### src/hdl/hsms_pkg.sv
package hsms_pkg;

   localparam int PhaseWidth = 3;
   localparam logic [PhaseWidth-1:0] PH_LEN  = 3'd0;
   localparam logic [PhaseWidth-1:0] PH_HDR  = 3'd1;
   localparam logic [PhaseWidth-1:0] PH_FMT  = 3'd2;
   localparam logic [PhaseWidth-1:0] PH_ILEN = 3'd3;
   localparam logic [PhaseWidth-1:0] PH_ELEM = 3'd4;
   localparam logic [PhaseWidth-1:0] PH_SKIP = 3'd5;

   localparam logic [2:0] EV_HDR_OK  = 3'd0;
   localparam logic [2:0] EV_HDR_REJ = 3'd1;
   localparam logic [2:0] EV_ITEM    = 3'd2;
   localparam logic [2:0] EV_ELEM    = 3'd3;
   localparam logic [2:0] EV_ERR     = 3'd4;
   localparam logic [2:0] EV_END     = 3'd5;

   localparam logic [3:0] HDR_BYTES   = 4'd10;
   localparam logic [3:0] LEN_BYTES   = 4'd4;
   localparam logic [3:0] SID_BYTES   = 4'd6;
   localparam logic [5:0] FMT_LIST    = 6'o00;
   localparam logic [5:0] FMT_JIS8    = 6'o21;
   localparam logic [5:0] FMT_CHAR2   = 6'o22;
   localparam logic [15:0] SID_ALL    = 16'hFFFF;
   localparam logic [7:0] STYPE_MAX   = 8'd127;

   localparam int RspDepth = 4;
   localparam int RspPtrWidth = 2;

   typedef struct packed {
      logic [2:0]  event_res;
      logic [15:0] session_id;
      logic [7:0]  status_two;
      logic [7:0]  status_three;
      logic [7:0]  presentation_type;
      logic [7:0]  session_type;
      logic [31:0] system_bytes;
      logic [5:0]  item_format;
      logic [23:0] item_count;
      logic [4:0]  nest_depth;
      logic [63:0] element_value;
      logic        last_of_run;
   } rsp_type;

   function automatic logic [3:0] elem_size(input logic [5:0] fmt);
      logic [3:0] s;
      case (fmt)
         6'o10, 6'o11, 6'o20, 6'o31, 6'o51: s = 4'd1;
         6'o21, 6'o22, 6'o32, 6'o52:        s = 4'd2;
         6'o34, 6'o44, 6'o54:               s = 4'd4;
         6'o30, 6'o40, 6'o50:               s = 4'd8;
         default:                           s = 4'd0;
      endcase
      return s;
   endfunction

endpackage

### src/hdl/hsms_parse.sv
module hsms_parse #(
   parameter int MAX_DEPTH = 16
) (
   input  logic             clock,
   input  logic             reset,
   input  logic             in_valid,
   input  logic [7:0]       in_byte,
   output logic [1:0]       out_cnt,
   output hsms_pkg::rsp_type out0,
   output hsms_pkg::rsp_type out1
);

   localparam int LW = $clog2(MAX_DEPTH + 1);
   localparam int IW = (MAX_DEPTH > 1) ? $clog2(MAX_DEPTH) : 1;

   logic [hsms_pkg::PhaseWidth-1:0] phase_ff, phase_in;
   logic [3:0]  fbi_ff, fbi_in;
   logic [31:0] mbl_ff, mbl_in;
   logic [47:0] hs_ff, hs_in;
   logic [31:0] sys_ff, sys_in;
   logic [23:0] ilen_ff, ilen_in;
   logic [1:0]  lbl_ff, lbl_in;
   logic [63:0] eacc_ff, eacc_in;
   logic [3:0]  ebl_ff, ebl_in;
   logic [23:0] el_ff, el_in;
   logic [LW-1:0] lvl_ff, lvl_in;
   logic [5:0]  fmt_ff, fmt_in;
   logic [23:0] cnt_ff, cnt_in;
   logic [LW-1:0] dep_ff, dep_in;
   logic [3:0]  size_ff, size_in;
   logic [23:0] lcs_ff [MAX_DEPTH];
   logic [MAX_DEPTH-1:0] one_ff;

   logic        st_wen;
   logic [IW-1:0] st_widx;
   logic [23:0] st_wdata;

   logic        m_v, t_v;
   logic [2:0]  m_ev, t_ev;
   logic [63:0] m_val;

   function automatic logic hdr_ok(input logic [47:0] hs, input logic data);
      logic [15:0] sid;
      logic [7:0] b2, b3, st;
      logic ok;
      sid = hs[47:32];
      b2  = hs[31:24];
      b3  = hs[23:16];
      st  = hs[7:0];
      case (st)
         8'd0: ok = (b2 != 8'd0);
         8'd1, 8'd3, 8'd9: ok = (b2 == 8'd0) && (b3 == 8'd0) && !data;
         8'd2, 8'd4: ok = (b2 == 8'd0) && !data;
         8'd5, 8'd6: ok = (sid == hsms_pkg::SID_ALL) && (b2 == 8'd0) && (b3 == 8'd0)
                          && !data;
         8'd7: ok = !data;
         8'd8, 8'd10: ok = 1'b0;
         default: ok = (st <= hsms_pkg::STYPE_MAX);
      endcase
      return ok;
   endfunction

   always_comb begin
      logic        last;
      logic        done;
      logic        found;
      logic [IW-1:0] t;
      logic [23:0] top;
      logic [3:0]  sz;
      phase_in = phase_ff;
      fbi_in   = fbi_ff;
      mbl_in   = mbl_ff;
      hs_in    = hs_ff;
      sys_in   = sys_ff;
      ilen_in  = ilen_ff;
      lbl_in   = lbl_ff;
      eacc_in  = eacc_ff;
      ebl_in   = ebl_ff;
      el_in    = el_ff;
      lvl_in   = lvl_ff;
      fmt_in   = fmt_ff;
      cnt_in   = cnt_ff;
      dep_in   = dep_ff;
      size_in  = size_ff;
      st_wen   = 1'b0;
      st_widx  = lvl_ff[IW-1:0];
      st_wdata = cnt_ff;
      m_v = 1'b0; m_ev = hsms_pkg::EV_END; m_val = 64'd0;
      t_v = 1'b0; t_ev = hsms_pkg::EV_END;
      last = 1'b0;
      done = 1'b0;
      found = 1'b0;
      t = '0;
      top = 24'd0;
      sz = 4'd0;
      if (phase_ff == hsms_pkg::PH_LEN) begin
         mbl_in = {mbl_ff[23:0], in_byte};
         fbi_in = fbi_ff + 4'd1;
         if (fbi_in >= hsms_pkg::LEN_BYTES) begin
            fbi_in = 4'd0;
            hs_in = 48'd0;
            sys_in = 32'd0;
            fmt_in = 6'd0; cnt_in = 24'd0; dep_in = '0; size_in = 4'd0;
            ilen_in = 24'd0; lbl_in = 2'd0; eacc_in = 64'd0; ebl_in = 4'd0;
            el_in = 24'd0; lvl_in = '0;
            if (mbl_in < 32'(hsms_pkg::HDR_BYTES)) begin
               m_v = 1'b1; m_ev = hsms_pkg::EV_HDR_REJ;
               if (mbl_in == 32'd0) begin
                  t_v = 1'b1; t_ev = hsms_pkg::EV_END;
                  phase_in = hsms_pkg::PH_LEN;
               end else begin
                  phase_in = hsms_pkg::PH_SKIP;
               end
            end else begin
               phase_in = hsms_pkg::PH_HDR;
            end
         end
      end else begin
         mbl_in = mbl_ff - 32'd1;
         last = (mbl_in == 32'd0);
         case (phase_ff)
            hsms_pkg::PH_HDR: begin
               if (fbi_ff < hsms_pkg::SID_BYTES) begin
                  hs_in = {hs_ff[39:0], in_byte};
               end else begin
                  sys_in = {sys_ff[23:0], in_byte};
               end
               fbi_in = fbi_ff + 4'd1;
               if (fbi_in >= hsms_pkg::HDR_BYTES) begin
                  fbi_in = 4'd0;
                  m_v = 1'b1;
                  m_ev = hdr_ok(hs_in, !last) ? hsms_pkg::EV_HDR_OK : hsms_pkg::EV_HDR_REJ;
                  if (hdr_ok(hs_in, !last) && hs_in[15:0] == 16'd0 && !last) begin
                     phase_in = hsms_pkg::PH_FMT;
                  end else begin
                     phase_in = hsms_pkg::PH_SKIP;
                  end
               end
            end
            hsms_pkg::PH_FMT: begin
               fmt_in = in_byte[7:2];
               size_in = hsms_pkg::elem_size(fmt_in);
               dep_in = lvl_ff;
               cnt_in = 24'd0;
               if (in_byte[1:0] == 2'd0 || (fmt_in != hsms_pkg::FMT_LIST && size_in == 4'd0)) begin
                  m_v = 1'b1; m_ev = hsms_pkg::EV_ERR;
                  phase_in = hsms_pkg::PH_SKIP;
               end else begin
                  lbl_in = in_byte[1:0];
                  ilen_in = 24'd0;
                  phase_in = hsms_pkg::PH_ILEN;
               end
            end
            hsms_pkg::PH_ILEN: begin
               ilen_in = {ilen_ff[15:0], in_byte};
               lbl_in = lbl_ff - 2'd1;
               if (lbl_in == 2'd0) begin
                  sz = size_ff;
                  if (fmt_ff == hsms_pkg::FMT_LIST) begin
                     cnt_in = ilen_in;
                     if (cnt_in == 24'd0) begin
                        m_v = 1'b1; m_ev = hsms_pkg::EV_ITEM;
                        done = 1'b1;
                     end else if (lvl_ff >= LW'(MAX_DEPTH)) begin
                        m_v = 1'b1; m_ev = hsms_pkg::EV_ERR;
                        phase_in = hsms_pkg::PH_SKIP;
                     end else begin
                        m_v = 1'b1; m_ev = hsms_pkg::EV_ITEM;
                        st_wen = 1'b1;
                        st_widx = lvl_ff[IW-1:0];
                        st_wdata = cnt_in;
                        lvl_in = lvl_ff + LW'(1);
                        phase_in = hsms_pkg::PH_FMT;
                     end
                  end else if (sz == 4'd0 || (ilen_in & 24'(sz - 4'd1)) != 24'd0) begin
                     m_v = 1'b1; m_ev = hsms_pkg::EV_ERR;
                     phase_in = hsms_pkg::PH_SKIP;
                  end else begin
                     case (sz)
                        4'd2:    cnt_in = ilen_in >> 1;
                        4'd4:    cnt_in = ilen_in >> 2;
                        4'd8:    cnt_in = ilen_in >> 3;
                        default: cnt_in = ilen_in;
                     endcase
                     if ((fmt_ff == hsms_pkg::FMT_JIS8 || fmt_ff == hsms_pkg::FMT_CHAR2)
                         && cnt_in != 24'd0) begin
                        m_v = 1'b1; m_ev = hsms_pkg::EV_ERR;
                        phase_in = hsms_pkg::PH_SKIP;
                     end else begin
                        m_v = 1'b1; m_ev = hsms_pkg::EV_ITEM;
                        if (cnt_in == 24'd0) begin
                           done = 1'b1;
                        end else begin
                           el_in = cnt_in;
                           ebl_in = sz;
                           eacc_in = 64'd0;
                           phase_in = hsms_pkg::PH_ELEM;
                        end
                     end
                  end
               end
            end
            hsms_pkg::PH_ELEM: begin
               eacc_in = {eacc_ff[55:0], in_byte};
               if (ebl_ff != 4'd0) begin
                  ebl_in = ebl_ff - 4'd1;
               end
               if (ebl_in == 4'd0) begin
                  m_v = 1'b1; m_ev = hsms_pkg::EV_ELEM; m_val = eacc_in;
                  eacc_in = 64'd0;
                  el_in = el_ff - 24'd1;
                  if (el_in == 24'd0) begin
                     done = 1'b1;
                  end else begin
                     ebl_in = size_ff;
                  end
               end
            end
            default: phase_in = hsms_pkg::PH_SKIP;
         endcase
         // Completing an item pops every list whose last child this was and
         // counts down the innermost list that still has children left.
         if (done) begin
            for (int i = 0; i < MAX_DEPTH; i++) begin
               if (LW'(i) < lvl_ff && !one_ff[i]) begin
                  found = 1'b1;
                  t = IW'(i);
               end
            end
            top = lcs_ff[t];
            if (found) begin
               st_wen = 1'b1;
               st_widx = t;
               st_wdata = top - 24'd1;
               lvl_in = LW'(t) + LW'(1);
               phase_in = hsms_pkg::PH_FMT;
            end else begin
               lvl_in = '0;
               phase_in = hsms_pkg::PH_SKIP;
            end
         end
         if (last) begin
            t_v = 1'b1;
            if (phase_in == hsms_pkg::PH_FMT || phase_in == hsms_pkg::PH_ILEN
                || phase_in == hsms_pkg::PH_ELEM) begin
               t_ev = hsms_pkg::EV_ERR;
            end else begin
               t_ev = hsms_pkg::EV_END;
            end
            phase_in = hsms_pkg::PH_LEN;
            fbi_in = 4'd0;
         end
      end
   end

   function automatic hsms_pkg::rsp_type make_rsp(input logic [2:0] ev, input logic [63:0] val,
                                                  input logic lst);
      hsms_pkg::rsp_type r;
      logic item;
      item = (ev == hsms_pkg::EV_ITEM) || (ev == hsms_pkg::EV_ELEM) || (ev == hsms_pkg::EV_ERR);
      r.event_res = ev;
      r.session_id = hs_in[47:32];
      r.status_two = hs_in[31:24];
      r.status_three = hs_in[23:16];
      r.presentation_type = hs_in[15:8];
      r.session_type = hs_in[7:0];
      r.system_bytes = sys_in;
      r.item_format = item ? fmt_in : 6'd0;
      r.item_count = item ? cnt_in : 24'd0;
      r.nest_depth = item ? 5'(dep_in) : 5'd0;
      r.element_value = (ev == hsms_pkg::EV_ELEM) ? val : 64'd0;
      r.last_of_run = lst;
      return r;
   endfunction

   always_comb begin
      out_cnt = 2'(m_v) + 2'(t_v);
      if (m_v) begin
         out0 = make_rsp(m_ev, m_val, !t_v);
      end else begin
         out0 = make_rsp(t_ev, 64'd0, 1'b1);
      end
      out1 = make_rsp(t_ev, 64'd0, 1'b1);
      if (!in_valid) begin
         out_cnt = 2'd0;
      end
   end

   always_ff @(posedge clock) begin
      if (reset) begin
         phase_ff <= hsms_pkg::PH_LEN;
         fbi_ff   <= 4'd0;
         mbl_ff   <= 32'd0;
         hs_ff    <= 48'd0;
         sys_ff   <= 32'd0;
         ilen_ff  <= 24'd0;
         lbl_ff   <= 2'd0;
         eacc_ff  <= 64'd0;
         ebl_ff   <= 4'd0;
         el_ff    <= 24'd0;
         lvl_ff   <= '0;
         fmt_ff   <= 6'd0;
         cnt_ff   <= 24'd0;
         dep_ff   <= '0;
         size_ff  <= 4'd0;
      end else if (in_valid) begin
         phase_ff <= phase_in;
         fbi_ff   <= fbi_in;
         mbl_ff   <= mbl_in;
         hs_ff    <= hs_in;
         sys_ff   <= sys_in;
         ilen_ff  <= ilen_in;
         lbl_ff   <= lbl_in;
         eacc_ff  <= eacc_in;
         ebl_ff   <= ebl_in;
         el_ff    <= el_in;
         lvl_ff   <= lvl_in;
         fmt_ff   <= fmt_in;
         cnt_ff   <= cnt_in;
         dep_ff   <= dep_in;
         size_ff  <= size_in;
      end
   end

   always_ff @(posedge clock) begin
      if (in_valid && st_wen) begin
         lcs_ff[st_widx] <= st_wdata;
         one_ff[st_widx] <= (st_wdata == 24'd1);
      end
   end

`ifndef SYNTH
   a_level_bound: assert property (@(posedge clock) disable iff (reset)
      lvl_ff <= LW'(MAX_DEPTH))
      else $error("list stack level beyond its depth");
   a_phase_legal: assert property (@(posedge clock) disable iff (reset)
      phase_ff <= hsms_pkg::PH_SKIP)
      else $error("parser phase out of range");
   a_two_last: assert property (@(posedge clock) disable iff (reset)
      out_cnt == 2'd2 |-> !out0.last_of_run && out1.last_of_run)
      else $error("two results with wrong last marking");
   a_stack_empty: assert property (@(posedge clock) disable iff (reset)
      phase_ff == hsms_pkg::PH_LEN |-> $past(in_valid) || $stable(phase_ff))
      else $error("phase changed without an item");
`endif

endmodule

### src/hdl/hsms_rsp_fifo.sv
module hsms_rsp_fifo (
   input  logic             clock,
   input  logic             reset,
   input  logic [1:0]       push_cnt,
   input  hsms_pkg::rsp_type push0,
   input  hsms_pkg::rsp_type push1,
   output logic             room_two,
   output logic             out_valid,
   input  logic             out_ready,
   output hsms_pkg::rsp_type out_data
);

   localparam int PW = hsms_pkg::RspPtrWidth;

   hsms_pkg::rsp_type mem_ff [hsms_pkg::RspDepth];
   logic [PW-1:0] wr_ff, wr_in, rd_ff, rd_in;
   logic [PW:0]   cnt_ff, cnt_in;
   logic          pop;

   assign pop = out_valid && out_ready;
   assign out_valid = (cnt_ff != '0);
   assign out_data = mem_ff[rd_ff];
   assign room_two = (cnt_ff <= (PW+1)'(hsms_pkg::RspDepth - 2));

   always_comb begin
      wr_in = wr_ff + PW'(push_cnt);
      rd_in = rd_ff + PW'(pop);
      cnt_in = cnt_ff + (PW+1)'(push_cnt) - (PW+1)'(pop);
   end

   always_ff @(posedge clock) begin
      if (reset) begin
         wr_ff  <= '0;
         rd_ff  <= '0;
         cnt_ff <= '0;
      end else begin
         wr_ff  <= wr_in;
         rd_ff  <= rd_in;
         cnt_ff <= cnt_in;
      end
   end

   always_ff @(posedge clock) begin
      if (push_cnt != 2'd0) begin
         mem_ff[wr_ff] <= push0;
      end
      if (push_cnt == 2'd2) begin
         mem_ff[wr_ff + PW'(1)] <= push1;
      end
   end

endmodule

### src/hdl/hsms_secs_message_parser_top.sv
// Channel   Direction  Ports                                Contents
// req       in         req_tvalid/tready/tdata              one stream byte per item
// rsp       out        rsp_tvalid/tready/tdata/tuser/tlast  one parse event per item
//
// One byte is taken in every cycle while the response queue has room for two
// items; each byte yields zero, one or two events, registered into the queue.
// The four-item response queue drains one item per cycle while rsp is ready.
// Reset is synchronous and active high and returns the parser to the length
// prefix with an empty queue.
// A stall on rsp backs up into req only once the queue holds more than two.
module hsms_secs_message_parser_top #(
   parameter int MAX_DEPTH = 16
) (
   input  logic         clock,
   input  logic         reset,
   input  logic         req_tvalid,
   output logic         req_tready,
   input  logic [7:0]   req_tdata,   // in_byte
   output logic         rsp_tvalid,
   input  logic         rsp_tready,
   // session_id, status_two, status_three, presentation_type, session_type,
   // system_bytes, item_format, item_count, nest_depth, element_value, zero fill
   output logic [183:0] rsp_tdata,
   output logic [2:0]   rsp_tuser,   // event_res
   output logic         rsp_tlast    // last_of_run
);

   logic              accept;
   logic [1:0]        res_cnt;
   hsms_pkg::rsp_type res0, res1, head;

   assign accept = req_tvalid && req_tready;

   hsms_parse #(.MAX_DEPTH(MAX_DEPTH)) u_parse (
      .clock    (clock),
      .reset    (reset),
      .in_valid (accept),
      .in_byte  (req_tdata),
      .out_cnt  (res_cnt),
      .out0     (res0),
      .out1     (res1)
   );

   hsms_rsp_fifo u_fifo (
      .clock     (clock),
      .reset     (reset),
      .push_cnt  (res_cnt),
      .push0     (res0),
      .push1     (res1),
      .room_two  (req_tready),
      .out_valid (rsp_tvalid),
      .out_ready (rsp_tready),
      .out_data  (head)
   );

   assign rsp_tdata = {5'b00000, head.element_value, head.nest_depth, head.item_count,
                       head.item_format, head.system_bytes, head.session_type,
                       head.presentation_type, head.status_three, head.status_two,
                       head.session_id};
   assign rsp_tuser = head.event_res;
   assign rsp_tlast = head.last_of_run;

endmodule

### config.mk
export PLATFORM = sky130hd
export DESIGN_NAME = hsms_secs_message_parser_top
export DESIGN_NICKNAME = d
export VERILOG_FILES = /design/src/hdl/hsms_pkg.sv /design/src/hdl/hsms_parse.sv /design/src/hdl/hsms_rsp_fifo.sv /design/src/hdl/hsms_secs_message_parser_top.sv
export SDC_FILE = /design/constraint.sdc
export NUM_CORES = 2
export LEC_CHECK = 0
export BUFFER_PORTS_ARGS = -buffer_cell sky130_fd_sc_hd__clkbuf_2
export CAP_MARGIN = 20
export CORE_ASPECT_RATIO = 1.75
export CORE_UTILIZATION = 40
export DETAILED_ROUTE_END_ITERATION = 8
export PLACE_DENSITY = 0.62
export SLEW_MARGIN = 25
export SYNTH_ARGS = -nofsm -noshare
export SYNTH_HDL_FRONTEND = slang
export SYNTH_SLANG_ARGS = --single-unit
### constraint.sdc
create_clock -name clock -period 8.74 [get_ports clock]
set_input_delay 1.748 -clock clock [delete_from_list [all_inputs] [get_ports clock]]
set_output_delay 1.748 -clock clock [all_outputs]
set_load 0.1 [all_outputs]
==> results.toml <==
[synth]
avgSynthCellArea_um2 = 11.2
syn-instance-count = 5545
synth_edf_count = 864
synth_top_area_cell = "edfxtp_1"
synth_area_leaders = "edfxtp_1 (42%), dfxtp_1 (17%), mux4_2 (6.7%)"
synth_top_cells_by_count = "edfxtp_1 (864), nor2_1 (827), dfxtp_1 (540)"
synth-seq-area-share_pct = 59.1
ys_ff_latch = 1404
async_flop_share_pct = 0
yosysWarnings = 0
ys_types = 108
yosysMostFrequentCell = "edfxtp_1"
synth_top_area_share_pct = 41.7
yosys_most_used_dff = "edfxtp_1"
netlist_area_um2 = 62200

[timing]
rsz0062_at_grt = "no"
setup-violations-final = 0
setup_tns_ns = 0
finalHoldViolations = 0
tightest_slew_ns = 1.13
finalClockSkew_ns = 0.0295
fmax_ghz = 0.139
min_period_ns = 7.20
min_period_over_period_pct = 82.4
setup_ws_ns = 1.54
maxSlewViolCount = 0
slew_headroom_pct = 24.7

[critical_path]
worstPathMaxFanout = 25
path_class = "reg -> reg"
end_kind = "flip-flop"
startpoint_type = "flip-flop"
cp.arrival_ns = 7.79
cp.required_ns = 9.33

[floorplanning]
die_height_um = 524
fp.dieW_um = 300
initial_core_util_pct = 40.3
core-area_um2 = 155000
num_io_pins = 202
dieArea_um2 = 157000
rows = 191

[clock_tree]
post-cts-setup-buffers = 0
clkTransAtPathRegs_ns = 0.07
cts_tree = "built"
cts_buffers = 130
clock-root-buffer = "clkbuf_16"
htreeDepth = 4
ctsLongestPathBuffers = 3
ctsHoldBuffers = 0
cts-resized-gates = 0
clk_latency_ns = 0.79
clkSinkCount = 1404

[grt]
use_met2_pct = 45.0
use_met1_pct = 26.6
grt_pass1_vias = 44943
grt_use_total_pct = 24.5
grt-ovfl-total = 0
grt_first_pass_wirelength_um = 291000
busiest_layer = "met2"
met3_usage_pct = 4.10
antenna_found_initial = 5
grt_max_degree = 102

[run_status]
status = "finished, final reports clean"

[layout]
drive_gt1_share_pct = 14.9
fin_nets = 5592
post-route-cell-area_um2 = 69700
synthToLayoutAreaGrowth_pct = 12.0

[power]
p_comb_share_pct = 17.4
swShare_pct = 30.6
vdd_drop_max_mv = 0.254
clkPwrFrac_pct = 36.2
power.leakage_nw = 23.1
pwr-share-seq_pct = 46.4
p_int_mw = 11.1
p_sw_mw = 4.88
finalPower_mw = 15.9
power.density_nw_per_um2 = 229

[route]
wl_um = 197000
drc = 0
vias = 46150
post_drt_wl_per_cell_um = 25.6
routed_via_density = 6.00
drtIter0Drc = 3829
dr.pass1.iters = 6
drtAntennaViolNets = 0

[run]
drv_cap = 0

[hold_path]
hold_class = "reg -> reg"

[place]
portBuffers = 196
placed_area_um2 = 65300
dp_hpwl_um = 129000
place_congestion = 1.01
dp_slack_ns = 1.57
-- registers in the layout, indices dropped and copies added, names as in the netlist --
signal	count
u_parse.one_ff	16
u_parse.lbl_ff	2
u_parse.hs_ff	48
u_parse.fbi_ff	4
u_parse.fmt_ff	6
u_parse.ilen_ff	16
u_fifo.cnt_ff	3
u_fifo.wr_ff	2
u_parse.lvl_ff	5
u_parse.cnt_ff	24
u_parse.lcs_ff	384
u_parse.mbl_ff	32
u_parse.sys_ff	32
u_parse.phase_ff	3
u_parse.dep_ff	5
u_parse.eacc_ff	56
u_parse.size_ff	4
u_parse.el_ff	24
u_fifo.rd_ff	2
u_parse.ebl_ff	4
u_fifo.mem_ff	732
-- logic make-up after synthesis --
family	after synthesis	synth area share, %
other	1	0.00603
multiplexers	320	8.93
buffers and inverters	518	3.40
XOR/XNOR	59	0.830
flip-flops	1404	59.1
AND/OR/NAND/NOR	1965	14.2
AO/OA/AOI/OAI	1251	13.0
adder cells (fa/ha/maj)	27	0.551
-- power groups by stage --
stage                     Clock (mW)  Combinational (mW)  Sequential [mW]
after detailed placement           0                2.77             7.54
after global routing            6.09                2.92             7.41
after global placement             0                2.75             7.54
final                           5.77                2.77             7.40
after CTS                       5.86                2.78             7.39
after floorplan                    0                2.16             7.42
-- layout by cell type, fill, tap and decap left out, drive strengths merged, types with 15 or more instances in the layout --
cell type  count
a211oi       117
a21oi        237
a221o         18
a221oi        35
a22o          24
a22oi        168
a31oi         26
and2          15
and3          21
buf          141
clkbuf       370
clkinv        50
dfxtp        540
edfxtp       864
ha            25
inv           58
mux2          22
mux2i        112
mux4         186
nand2        390
nand3        418
nand4         27
nor2         828
nor3          89
nor4          37
o211ai        19
o21ai        414
o22ai         42
or3           31
or4           27
xnor2         37
xor2          22
-- worst paths after layout --
| kind | start | endpoint | slack, ns | depth (start not counted) |
|---|---|---|---|---|
| setup / recovery | u_parse.lvl_ff[2] | u_parse.one_ff[9] | 1.54 | 24 |
| hold / removal | u_parse.eacc_ff[55] | u_parse.eacc_ff[55] | 0.46 | 2 |
| setup reg to reg | u_parse.lvl_ff[2] | u_parse.one_ff[9] | 1.54 | 24 |
| hold reg to reg | u_parse.eacc_ff[55] | u_parse.eacc_ff[55] | 0.46 | 2 |
-- final cells by class --
cell class | instances | area [µm²]
inverter | 54 | 228
clock buffer | 174 | 3610
antenna | 3 | 7.51
fill | 14207 | 84900
multi-input combinational | 3627 | 23700
timing repair buffer | 337 | 2170
sequential | 1404 | 36800
clock inverter | 63 | 681
tap | 2026 | 2530
-- routing by layer --
metal	vias to the layer above	wire, µm
met1	23106	69300
met2	1786	104000
met3	488	11900
met4	4	11700
met5	-	24
li1	20766	-
-- per-stage QoR --
step	hold WS, ns	utilization, %	instances
floorplan	0.431	-	5549
global placement	0.438	42.2	7446
detailed placement	0.445	42.3	7446
CTS	0.453	45.0	7683
global route	0.463	45.1	7686
finish	0.455	45.1	7688
-- worst max-delay path, stage by stage (launching register included) --
cell and delay, ns:
dfxtp_1 0.93, nand3_1 0.41, a22o_1 0.42, a221oi_2 0.35, nor2_2 0.05, buf_4 0.22, buf_4 0.23, a211oi_1 0.32
a211o_1 0.15, o311ai_1 0.09, buf_4 0.18, inv_1 0.08, ha_1 0.26, o311ai_0 0.16, a311oi_1 0.22, a211oi_1 0.19
or4b_1 0.74, nor4_1 0.40, xnor2_1 0.16, o21ai_1 0.07, buf_4 0.21, nor4_1 0.43, nand4bb_1 0.17, nor4b_2 0.27
buf_4 0.26
(Power assumes the default switching activity.)
